## src/saturating_fixed8_alu_unit_macros.svh

```systemverilog
// Assertion helpers used by the top-level RTL file of the fixed-point ALU.
`ifndef SATURATING_FIXED8_ALU_UNIT_MACROS_SVH
`define SATURATING_FIXED8_ALU_UNIT_MACROS_SVH

// Same-cycle implication, disabled while reset is low.
`define SFA_ASSERT_IMP(lbl, clk, rst_n, ante, cons) \
    lbl: assert property (@(posedge clk) disable iff (!rst_n) (ante) |-> (cons)) \
        else $error("sfa assertion failed");

// Next-cycle implication, disabled while reset is low.
`define SFA_ASSERT_NEXT(lbl, clk, rst_n, ante, cons) \
    lbl: assert property (@(posedge clk) disable iff (!rst_n) (ante) |=> (cons)) \
        else $error("sfa assertion failed");

`endif

```

## src/sfa_pkg.sv

```systemverilog
package sfa_pkg;

    // Operation codes carried in s_axis_tuser
    localparam logic [1:0] CMD_ADD = 2'd0;
    localparam logic [1:0] CMD_SUB = 2'd1;
    localparam logic [1:0] CMD_MUL = 2'd2;
    localparam logic [1:0] CMD_DIV = 2'd3;

    localparam int DATA_W              = 8;
    localparam int FRAC_W              = 3;
    localparam logic [FRAC_W-1:0] FRAC_RESET = 3'd4;
    localparam int Q_BITS              = 8;
    localparam int DIV_STEPS_PER_STAGE = 2;
    localparam int DIV_STAGES          = Q_BITS / DIV_STEPS_PER_STAGE;

    localparam logic signed [DATA_W-1:0] SAT_MAX = 8'sd127;
    localparam logic signed [DATA_W-1:0] SAT_MIN = -8'sd128;

    // Payload that travels down the pipeline
    typedef struct packed {
        logic [1:0]         cmd;
        logic               a_neg;
        logic               q_neg;
        logic               dz;
        logic               ovf;
        logic signed [15:0] val;
        logic [7:0]         bmag;
        logic [7:0]         rem;
        logic [7:0]         dlow;
        logic [7:0]         quo;
    } t_item;

endpackage

```

## src/sfa_div_stage.sv

```systemverilog
module sfa_div_stage
    import sfa_pkg::*;
(
    input  logic  i_clk,
    input  logic  i_rst_n,
    input  logic  i_en,
    input  logic  i_valid,
    input  t_item i_item,
    output logic  o_valid,
    output t_item o_item
);

    t_item n_item;
    t_item r_item;
    logic  r_valid;

    // Run restoring division steps on the partial remainder
    always_comb begin
        logic [8:0] trial;
        logic       qbit;
        n_item = i_item;
        for (int s = 0; s < DIV_STEPS_PER_STAGE; s++) begin
            trial = {n_item.rem, n_item.dlow[7]};
            if (trial >= {1'b0, n_item.bmag}) begin
                n_item.rem = 8'(trial - {1'b0, n_item.bmag});
                qbit       = 1'b1;
            end else begin
                n_item.rem = trial[7:0];
                qbit       = 1'b0;
            end
            n_item.quo  = {n_item.quo[6:0], qbit};
            n_item.dlow = {n_item.dlow[6:0], 1'b0};
        end
    end

    // Advance valid when the stage moves
    always_ff @(posedge i_clk) begin
        if (!i_rst_n) begin
            r_valid <= 1'b0;
        end else if (i_en) begin
            r_valid <= i_valid;
        end
    end

    // Capture payload
    always_ff @(posedge i_clk) begin
        if (i_en) begin
            r_item <= n_item;
        end
    end

    assign o_valid = r_valid;
    assign o_item  = r_item;

endmodule

```

## src/saturating_fixed8_alu_unit.sv

```systemverilog
// Saturating signed 8-bit fixed-point ALU (add, subtract, multiply, divide) with a
// programmable number of fraction bits (i_cfg_wdata, reset 4; write it only while
// idle). Operands enter on s_axis (tdata, tuser = command), results leave on m_axis.
// One transaction is accepted every cycle unless back-pressure from m_axis_tready
// has filled the stages. The 8-bit quotient comes from a restoring divider that
// resolves two quotient bits per stage over four stages, between an operand-prep
// stage and a clamp/output stage. Stages with no valid data fill in even while the
// output is stalled. Division by zero returns 127 or -128 by the dividend's sign
// with the divide_by_zero flag set and saturated clear.
`include "saturating_fixed8_alu_unit_macros.svh"

module saturating_fixed8_alu_unit
    import sfa_pkg::*;
(
    input  logic        i_clk,
    input  logic        i_rst_n,
    input  logic        i_cfg_we,
    input  logic [2:0]  i_cfg_wdata,
    input  logic        s_axis_tvalid,
    output logic        s_axis_tready,
    input  logic [15:0] s_axis_tdata,   // [7:0] operand_a, [15:8] operand_b
    input  logic [1:0]  s_axis_tuser,   // [1:0] command
    output logic        m_axis_tvalid,
    input  logic        m_axis_tready,
    output logic [7:0]  m_axis_tdata,   // [7:0] result
    output logic [1:0]  m_axis_tuser    // [0] saturated, [1] divide_by_zero
);

    logic [FRAC_W-1:0] r_frac;

    // Stage A (prep) signals
    logic signed [7:0]  w_a;
    logic signed [7:0]  w_b;
    logic [7:0]         w_amag;
    logic [14:0]        w_dmag;
    logic [8:0]         w_sum;
    logic [8:0]         w_diff;
    logic signed [15:0] w_prod;
    t_item              n_a;
    t_item              r_a;
    logic               r_va;
    logic               w_en_a;

    // Divider chain
    t_item w_item  [0:DIV_STAGES];
    logic  w_valid [0:DIV_STAGES];
    logic  w_den   [0:DIV_STAGES];

    // Output stage
    logic              w_en_out;
    logic signed [7:0] n_res;
    logic              n_sat;
    logic              n_dz;
    logic signed [7:0] r_res;
    logic              r_sat;
    logic              r_dz;
    logic              r_vout;

    // Clamp a 16-bit exact value to the 8-bit range; bit 8 is the saturation flag
    function automatic logic [8:0] clamp16(input logic signed [15:0] v);
        logic [8:0] c;
        if (v > 16'(SAT_MAX)) begin
            c = {1'b1, SAT_MAX};
        end else if (v < 16'(SAT_MIN)) begin
            c = {1'b1, SAT_MIN};
        end else begin
            c = {1'b0, v[7:0]};
        end
        return c;
    endfunction

    // Hold the fraction-bit register
    always_ff @(posedge i_clk) begin
        if (!i_rst_n) begin
            r_frac <= FRAC_RESET;
        end else if (i_cfg_we) begin
            r_frac <= i_cfg_wdata;
        end
    end

    // Stage enables: a stage moves when empty or when the next one moves
    assign w_en_out           = !r_vout || m_axis_tready;
    assign w_den[DIV_STAGES]  = w_en_out;
    assign w_en_a             = !r_va || w_den[0];
    assign s_axis_tready      = w_en_a;

    // Prepare operands, exact add/sub/mul and divider setup
    assign w_a    = $signed(s_axis_tdata[7:0]);
    assign w_b    = $signed(s_axis_tdata[15:8]);
    assign w_amag = w_a[7] ? 8'(-w_a) : w_a;
    assign w_dmag = 15'({7'b0, w_amag} << r_frac);
    assign w_sum  = {w_a[7], w_a} + {w_b[7], w_b};
    assign w_diff = {w_a[7], w_a} - {w_b[7], w_b};
    assign w_prod = w_a * w_b;

    always_comb begin
        n_a       = '0;
        n_a.cmd   = s_axis_tuser;
        n_a.a_neg = w_a[7];
        n_a.q_neg = w_a[7] ^ w_b[7];
        n_a.dz    = (s_axis_tuser == CMD_DIV) && (w_b == 8'sd0);
        n_a.bmag  = w_b[7] ? 8'(-w_b) : w_b;
        n_a.ovf   = {1'b0, w_dmag} >= {n_a.bmag, 8'b0};
        n_a.rem   = {1'b0, w_dmag[14:8]};
        n_a.dlow  = w_dmag[7:0];
        case (s_axis_tuser)
            CMD_ADD: n_a.val = {{7{w_sum[8]}}, w_sum};
            CMD_SUB: n_a.val = {{7{w_diff[8]}}, w_diff};
            CMD_MUL: n_a.val = w_prod;
            default: n_a.val = '0;
        endcase
    end

    always_ff @(posedge i_clk) begin
        if (!i_rst_n) begin
            r_va <= 1'b0;
        end else if (w_en_a) begin
            r_va <= s_axis_tvalid;
        end
    end

    always_ff @(posedge i_clk) begin
        if (w_en_a) begin
            r_a <= n_a;
        end
    end

    assign w_item[0]  = r_a;
    assign w_valid[0] = r_va;

    // Divider stages, two quotient bits each
    for (genvar g = 0; g < DIV_STAGES; g++) begin : g_div
        assign w_den[g] = !w_valid[g+1] || w_den[g+1];

        sfa_div_stage u_stage (
            .i_clk   (i_clk),
            .i_rst_n (i_rst_n),
            .i_en    (w_den[g]),
            .i_valid (w_valid[g]),
            .i_item  (w_item[g]),
            .o_valid (w_valid[g+1]),
            .o_item  (w_item[g+1])
        );
    end

    // Select and clamp the final result
    always_comb begin
        t_item              it;
        logic signed [15:0] sh;
        logic [8:0]         c;
        it    = w_item[DIV_STAGES];
        sh    = it.val >>> r_frac;
        n_dz  = 1'b0;
        n_sat = 1'b0;
        n_res = '0;
        case (it.cmd)
            CMD_ADD, CMD_SUB: begin
                c     = clamp16(it.val);
                n_sat = c[8];
                n_res = $signed(c[7:0]);
            end
            CMD_MUL: begin
                c     = clamp16(sh);
                n_sat = c[8];
                n_res = $signed(c[7:0]);
            end
            default: begin
                c = '0;
                if (it.dz) begin
                    n_dz  = 1'b1;
                    n_res = it.a_neg ? SAT_MIN : SAT_MAX;
                end else if (it.ovf) begin
                    n_sat = 1'b1;
                    n_res = it.q_neg ? SAT_MIN : SAT_MAX;
                end else if (it.q_neg) begin
                    n_sat = it.quo > 8'd128;
                    n_res = n_sat ? SAT_MIN : 8'(-$signed({1'b0, it.quo}));
                end else begin
                    n_sat = it.quo > 8'd127;
                    n_res = n_sat ? SAT_MAX : $signed(it.quo);
                end
            end
        endcase
    end

    always_ff @(posedge i_clk) begin
        if (!i_rst_n) begin
            r_vout <= 1'b0;
        end else if (w_en_out) begin
            r_vout <= w_valid[DIV_STAGES];
        end
    end

    always_ff @(posedge i_clk) begin
        if (w_en_out) begin
            r_res <= n_res;
            r_sat <= n_sat;
            r_dz  <= n_dz;
        end
    end

    assign m_axis_tvalid = r_vout;
    assign m_axis_tdata  = r_res;
    assign m_axis_tuser  = {r_dz, r_sat};

    // A clamped or divide-by-zero result is always one of the two extremes
    `SFA_ASSERT_IMP(a_sat_extreme, i_clk, i_rst_n,
        m_axis_tvalid && (m_axis_tuser[0] || m_axis_tuser[1]),
        m_axis_tdata == 8'h7f || m_axis_tdata == 8'h80)
    // Divide by zero never also reports overflow saturation
    `SFA_ASSERT_IMP(a_dz_no_sat, i_clk, i_rst_n,
        m_axis_tvalid && m_axis_tuser[1], !m_axis_tuser[0])
    // An accepted transaction lands in the prep stage
    `SFA_ASSERT_NEXT(a_accept_fill, i_clk, i_rst_n,
        s_axis_tvalid && s_axis_tready && i_rst_n, r_va)
    // A full prep stage that cannot drain blocks the input
    `SFA_ASSERT_IMP(a_ready_block, i_clk, i_rst_n, r_va && !w_den[0], !s_axis_tready)

endmodule
```

## config.mk

```make
export PLATFORM = sky130hd
export DESIGN_NAME = saturating_fixed8_alu_unit
export DESIGN_NICKNAME = d
export VERILOG_FILES = /design/src/sfa_pkg.sv /design/src/sfa_div_stage.sv /design/src/saturating_fixed8_alu_unit.sv
export VERILOG_INCLUDE_DIRS = /design/src /design/src/src
export SDC_FILE = /design/constraint.sdc
export NUM_CORES = 1
export LEC_CHECK = 0
export BUFFER_PORTS_ARGS = -buffer_cell sky130_fd_sc_hd__buf_2
export CAP_MARGIN = 30
export CORE_MARGIN = 3
export CORE_UTILIZATION = 45
export DETAILED_ROUTE_END_ITERATION = 6
export SLEW_MARGIN = 20
export SYNTH_ARGS = -nofsm -noshare
export SYNTH_HDL_FRONTEND = slang
export SYNTH_SLANG_ARGS = --single-unit
export TNS_END_PERCENT = 10
```

## constraint.sdc

```tcl
create_clock -name i_clk -period 7.2 [get_ports i_clk]
set_input_delay 0.72 -clock i_clk [delete_from_list [all_inputs] [get_ports i_clk]]
set_output_delay 0.72 -clock i_clk [all_outputs]
set_load 0.02 [all_outputs]
```

==> results.sh, run 1 <==
export IMPL_power_leakage_nw=7.24
export IMPL_crit_chain="inv_1 -> ha_1 -> inv_1 -> fa_1 -> a211oi_1 -> o21bai_1 -> a2111oi_2 -> nor3_2 -> o21ai_0 -> inv_1 -> ha_1 -> nor2b_1 -> o21a_1 -> o21ai_0 -> a21oi_1 -> o31ai_1 -> o211ai_2 -> mux2_2"
export IMPL_cts_sinks=232
export IMPL_clock_skew_ns=0.0168
export IMPL_firstDrtPassIters=5
export IMPL_hp_class="reg -> reg"
export IMPL_drc_errors=0
export IMPL_start_kind="flip-flop"
export IMPL_path_max_fanout=10
export IMPL_dieArea_sq_um=36500
export IMPL_fmax_mhz=194
export IMPL_routed_wirelength_um=29400
export IMPL_relSlewSlack_pct=34.5
export IMPL_p_comb_share_pct=48.2
export IMPL_die_w_um=191
export IMPL_yosysWarnings=0
export IMPL_gr_total_overflow=0
export IMPL_cts_made_buffers=24
export IMPL_reg2reg_depth=18
export IMPL_ys_seq_elements=232
export IMPL_cts_setup_buffers=0
export IMPL_final_antenna_net_count=0
export IMPL_async_flop_share_pct=0
export IMPL_routed_via_count=9831
export IMPL_clk_path_buf_depth=3
export IMPL_tightest_slew_ns=0.981
export IMPL_p_per_area_nw_per_um2=380
export IMPL_syn2layout_area_growth_pct=9.37
export IMPL_path_class="reg -> reg"
export IMPL_r2r_end="g_div[0].u_stage.o_item[20]"
export IMPL_grt_antenna_before_repair=1
export IMPL_postLayoutCellArea_sq_um=16900
export IMPL_grt_first_pass_wirelength_um=49200
export IMPL_syn_cell_area_sq_um=15400
export IMPL_rows=67
export IMPL_grt_pass1_vias=9919
export IMPL_wl_per_cell_um=15.7
export IMPL_dp_final_hpwl_um=23300
export IMPL_finalHoldViolations=0
export IMPL_whs_endpoint="g_div[3].u_stage.o_item[44]"
export IMPL_synth_edf_count=223
export IMPL_timing_rr_start="r_a[15]"
export IMPL_power_total_w=0.00642
export IMPL_cp_data_required_time_ns=7.45
export IMPL_hold_depth=0
export IMPL_final_max_slew_violation_count=0
export IMPL_nets=1610
export IMPL_port_buffers=37
export IMPL_synth_fp_nets=1570
export IMPL_status="finished clean"
export IMPL_fp_dieH_um=191
export IMPL_p_sw_share_pct=35.4
export IMPL_ios=38
export IMPL_fin_tns_setup_ns=0
export IMPL_cap_violations=0
export IMPL_crit_top_cell="inv_1"
export IMPL_setup_violations=0
export IMPL_hold_slack_ns=0.411
export IMPL_initial_utilization_pct=45.8
export IMPL_drive_gt1_share_pct=11.5
export IMPL_ys_seq_area_share_pct=44.6
export IMPL_power_switching_w=0.00227
export IMPL_layout_common_cells="edfxtp_1, inv_1, ha_1"
export IMPL_clkLatencyLatePin_ns=0.51
export IMPL_syn_inst=1360
export IMPL_vias_per_cell=5.26
export IMPL_r2r_slack_ns=2.05
export IMPL_crit_arrival_ns=5.40
export IMPL_cts_tree="done"
export IMPL_drtIter0Drc=645
export IMPL_place_congestion=0.909
export IMPL_cts_root_buf="clkbuf_16"
export IMPL_placed_area_sq_um=16100
export IMPL_cts_hold_fix_buffers=0
export IMPL_clk_pin_slew_ns=0.06
export IMPL_core_area_sq_um=33700
export IMPL_max_stage_delay_ns=0.55
export IMPL_end_kind="flip-flop"
export IMPL_grt_total_usage_pct=16.5
export IMPL_syn_avg_cell_area_sq_um=11.3
export IMPL_yosys_most_used_dff="edfxtp_1"
export IMPL_vdd_ir_drop_max_v=0.000183
export IMPL_cts_resized=0
export IMPL_rsz0062_at_grt="false"
export IMPL_period_share_pct=71.5
export IMPL_grt_max_degree=48
export IMPL_hp_start="g_div[2].u_stage.o_item[44]"
export IMPL_intPower_w=0.00414
export IMPL_seqPwrFrac_pct=33.5
export IMPL_final_common_cell="edfxtp_1"
export IMPL_p_clk_share_pct=18.3
export IMPL_crit_slowest_cell="a2111oi_2"
export IMPL_period_needed_ns=5.15
export IMPL_yosysUniqueCellTypes=84
export IMPL_h_tree_depth=1
## synth_stat cells, drive strengths merged, types with 16 or more instances
cell | count | area, sq um
edfxtp | 223 | 6700
inv | 188 | 706
ha | 120 | 1500
nor2 | 99 | 372
o21ai | 77 | 385
nand2 | 66 | 248
fa | 64 | 1280
a21oi | 52 | 260
xnor2 | 45 | 394
mux2 | 42 | 473
a21o | 28 | 213
mux2i | 27 | 270
nor2b | 27 | 169
clkbuf | 25 | 128
nand4 | 23 | 144
and2 | 20 | 126
a211oi | 17 | 138
nand2b | 16 | 100
## flip-flops by register name, indices dropped and copies added, names as in the netlist
signal and flops:
r_a 45, g_div.u_stage.o_valid 4, r_va 1, r_dz 1, r_sat 1, m_axis_tdata 8
r_frac 3, g_div.u_stage.o_item 168, m_axis_tvalid 1
## routing by layer
layer,part of all wire [%],global-route usage (%),vias up
met1,48,23.5,4705
li1,-,-,4912
met5,0,0,-
met4,2.1,3.90,0
met2,46,27.3,170
met3,3.6,1.76,44
## worst max-delay path by stage
stage                          startpoint                           to  slack [ns]  depth (start not counted)
after global routing              r_a[15]  g_div[0].u_stage.o_item[21]        1.59                         18
after floorplan           s_axis_tdata[0]                      r_a[46]        1.97                         17
final                             r_a[15]  g_div[0].u_stage.o_item[20]        2.05                         18
after CTS                         r_a[15]  g_div[0].u_stage.o_item[21]        2.06                         18
after global placement    s_axis_tdata[0]                      r_a[46]        1.66                         17
after detailed placement  s_axis_tdata[0]                      r_a[46]        1.56                         17
## power by group through the flow
stage	clock, W	sequential (W)	combinational, W
final	0.00117	0.00215	0.00309
after global routing	0.00127	0.00219	0.00353
after CTS	0.00122	0.00215	0.00312
after detailed placement	0	0.00218	0.00308
after floorplan	0	0.00214	0.00249
after global placement	0	0.00217	0.00305
## cell families after synthesis
group	share of synthesized area (%)
DFF	44.6
adders and majority gates	18.0
and+or+nand+nor	10.5
muxes	5.84
buffers and inverters	5.80
AOI/OAI and AO/OA	12.0
xor gates and xnor gates	3.29
## critical path: cells and delay by family (launching register included)
family | cells | cell delay [ns]
adder cells (fa/ha/maj) | 3 | 0.89
buffers and inverters | 3 | 0.21
AND/OR/NAND/NOR | 2 | 0.37
flip-flops | 1 | 0.39
AO/OA/AOI/OAI | 9 | 2.66
multiplexers | 1 | 0.37
## metrics by stage
stage	std cells	utilization, %	worst slack (ns)
global placement	1819	47.6	1.66
global route	1867	50.1	1.59
detailed placement	1822	47.8	1.56
CTS	1866	50.1	2.06
finish	1868	50.1	2.05
floorplan	1360	-	1.97
## cell type report
type,instances,area (sq um)
fillers,3064,16800
well taps,448,561
diodes,2,5.00
flip-flops and latches,232,6880
clock inverters,9,73.8
repair buffers,46,285
clock buffers,35,693
multi-input cells,906,7670
inverters,190,713
No activity file was read; power rests on OpenSTA's default activity.
==> inputs of run 2 (changes only) <==
Settings changed: ABC_AREA from default to 1.
Clock period 7.2 ns to 5.2 ns, I/O delays scaled along.
==> results.sh, run 2 <==
export IMPL_ios=38
export IMPL_setup_slack_ns=0.802
export IMPL_syn_cell_area_sq_um=15800
export IMPL_p_clk_share_pct=18.9
export IMPL_syn_avg_cell_area_sq_um=9.04
export IMPL_pre_cts_ws_ns=0.278
export IMPL_h_tree_depth=1
export IMPL_intPower_w=0.00536
export IMPL_nets=2003
export IMPL_wl_met2_um=15200
export IMPL_yosys_top_cells_count="nand2_1, inv_1, edfxtp_1, ha_1, nor2_1"
export IMPL_synth_top_area_share_pct=42.3
export IMPL_timing_rr_start="r_a[24]"
export IMPL_dp_final_hpwl_um=26700
export IMPL_gr_total_overflow=0
export IMPL_clkLatencyLatePin_ns=0.53
export IMPL_largest_reg_flops=168
export IMPL_crit_chain="buf_2 -> ha_1 -> inv_1 -> fa_1 -> inv_1 -> fa_1 -> fa_1 -> inv_1 -> fa_1 -> inv_1 -> ha_1 -> inv_1 -> nor3_1 -> nand2_1 -> nand2_1 -> a31oi_1 -> or2_2 -> nand3_1 -> nand2_1"
export IMPL_period_share_pct=84.6
export IMPL_grt_pass1_vias=11108
export IMPL_final_antenna_net_count=0
export IMPL_max_stage_delay_ns=0.54
export IMPL_core_area_sq_um=34600
export IMPL_p_per_area_nw_per_um2=516
export IMPL_synth_most_common_cell="nand2_1"
export IMPL_cts_hold_fix_buffers=0
export IMPL_port_buffers=37
export IMPL_hold_depth=2
export IMPL_finalHoldViolations=0
export IMPL_grt_first_pass_wirelength_um=55500
export IMPL_firstDrtPassIters=5
export IMPL_grt_max_degree=48
export IMPL_r2r_slack_ns=1.18
export IMPL_cts_setup_buffers=0
export IMPL_synth_fp_nets=1963
export IMPL_wl_per_cell_um=14.6
export IMPL_cp_startpoint="s_axis_tdata[12]"
export IMPL_rows=68
export IMPL_hp_start="i_cfg_we"
export IMPL_synth_edf_count=223
export IMPL_cts_made_buffers=26
export IMPL_period_needed_ns=4.40
export IMPL_whs_endpoint="r_frac[2]"
export IMPL_ys_seq_elements=232
export IMPL_fmax_mhz=227
export IMPL_start_kind="input pin"
export IMPL_vias_per_cell=5.01
export IMPL_clock_skew_ns=0.0172
export IMPL_vdd_ir_drop_max_v=0.000257
export IMPL_path_class="in -> reg"
export IMPL_cts_root_buf="clkbuf_16"
export IMPL_yosysUniqueCellTypes=56
export IMPL_syn2layout_area_growth_pct=9.08
export IMPL_final_common_cell="nand2_1"
export IMPL_grt_total_usage_pct=17.8
export IMPL_rsz0062_at_grt="false"
export IMPL_cts_resized=0
export IMPL_async_flop_share_pct=0
export IMPL_routed_wirelength_um=33200
export IMPL_grt_antenna_before_repair=3
export IMPL_power_switching_w=0.00356
export IMPL_initial_utilization_pct=45.7
export IMPL_setup_violations=0
export IMPL_drc_errors=0
export IMPL_synth_top_cell_by_area="edfxtp_1"
export IMPL_place_congestion=0.870
export IMPL_hp_class="in -> reg"
export IMPL_drive_gt1_share_pct=7.90
export IMPL_cp_data_required_time_ns=5.46
export IMPL_wl_met3_um=1480
export IMPL_path_max_fanout=9
export IMPL_p_comb_share_pct=47.6
export IMPL_status="finished clean"
export IMPL_clk_path_buf_depth=3
export IMPL_die_w_um=194
export IMPL_power_leakage_nw=8.27
export IMPL_relSlewSlack_pct=36.4
export IMPL_fin_tns_setup_ns=0
export IMPL_p_sw_share_pct=39.9
export IMPL_yosysWarnings=0
export IMPL_cts_sinks=232
export IMPL_yosys_most_used_dff="edfxtp_1"
export IMPL_wl_met1_um=15600
export IMPL_dieArea_sq_um=37500
export IMPL_drtIter0Drc=634
export IMPL_r2r_end="g_div[0].u_stage.o_item[23]"
export IMPL_seqPwrFrac_pct=33.5
export IMPL_layout_common_cells="nand2_1, inv_1, edfxtp_1"
export IMPL_tightest_slew_ns=0.952
export IMPL_highest_layer="met4"
export IMPL_final_max_slew_violation_count=0
export IMPL_crit_arrival_ns=4.66
export IMPL_crit_top_cell="inv_1"
export IMPL_synth_area_top_cells="edfxtp_1, ha_1, nand2_1"
export IMPL_ys_seq_area_share_pct=43.4
export IMPL_fp_dieH_um=194
export IMPL_cts_tree="done"
export IMPL_clk_pin_slew_ns=0.06
export IMPL_routed_via_count=11368
export IMPL_reg2reg_depth=21
export IMPL_crit_slowest_cell="fa_1"
export IMPL_end_kind="flip-flop"
export IMPL_cap_violations=0
export IMPL_syn_inst=1753
[run 2: through the flow]
step                instance area [sq um]  cells  hold WS [ns]  power [W]  utilization, %
finish                              17300   2267         0.209    0.00891            49.9
global route                        17300   2267         0.202    0.00980            49.9
CTS                                 17300   2266         0.185    0.00899            49.9
detailed placement                  16500   2220         0.405    0.00727            47.6
global placement                    16500   2220         0.400    0.00719            47.6
floorplan                           15800   1753         0.400    0.00642               -
[run 2: worst max-delay path by stage]
| stage | slack [ns] | end | cells after the start |
|---|---|---|---|
| 4_1_cts | 0.84 | r_a[45] | 19 |
| 3_3_place_gp | 0.36 | r_a[46] | 21 |
| 3_5_place_dp | 0.28 | r_a[45] | 19 |
| 6_report | 0.80 | r_a[45] | 19 |
| 5_1_grt | 0.57 | r_a[45] | 19 |
| 2_1_floorplan | 0.02 | g_div[0].u_stage.o_item[0] | 10 |
[run 2: layer usage]
layer  GRT usage, %  vias up
li1               -     5848
met1           24.7     5219
met2           29.5      239
met3           2.48       62
met4           4.85        0
met5              0        -
[run 2: worst max-delay path: cells and delay by family]
family	cells	cell delay [ns]
fa+ha+maj	6	2.63
simple gates	6	0.87
buf+inv	6	0.52
compound gates	1	0.11
[run 2: cell families (layout without fill, tap and decap cells)]
logic type / after synthesis / after routing / synth area share [%]
AND/OR/NAND/NOR: 645 / 645 / 17.3
buffers and inverters: 378 / 436 / 9.51
AO/OA/AOI/OAI: 270 / 270 / 9.78
flip-flops: 232 / 232 / 43.4
adder cells (fa/ha/maj): 184 / 184 / 17.6
XOR/XNOR: 44 / 44 / 2.43
other: 0 / 1 / 0
[run 2: power by group through the flow]
stage | clock [W] | sequential (W) | combinational (W)
final | 0.00169 | 0.00298 | 0.00424
after global placement | 0 | 0.00301 | 0.00418
after global routing | 0.00181 | 0.00304 | 0.00494
after floorplan | 0 | 0.00296 | 0.00346
after CTS | 0.00174 | 0.00299 | 0.00426
after detailed placement | 0 | 0.00303 | 0.00424
[run 2: area by class of cell]
class	count	area, sq um
Timing Repair Buffer	53	305
Inverter	337	1270
Fill cell	3273	17300
Sequential cell	232	6880
Antenna cell	1	2.50
Clock inverter	15	128
Clock buffer	31	669
Multi-Input combinational cell	1143	7460
Tap cell	455	569
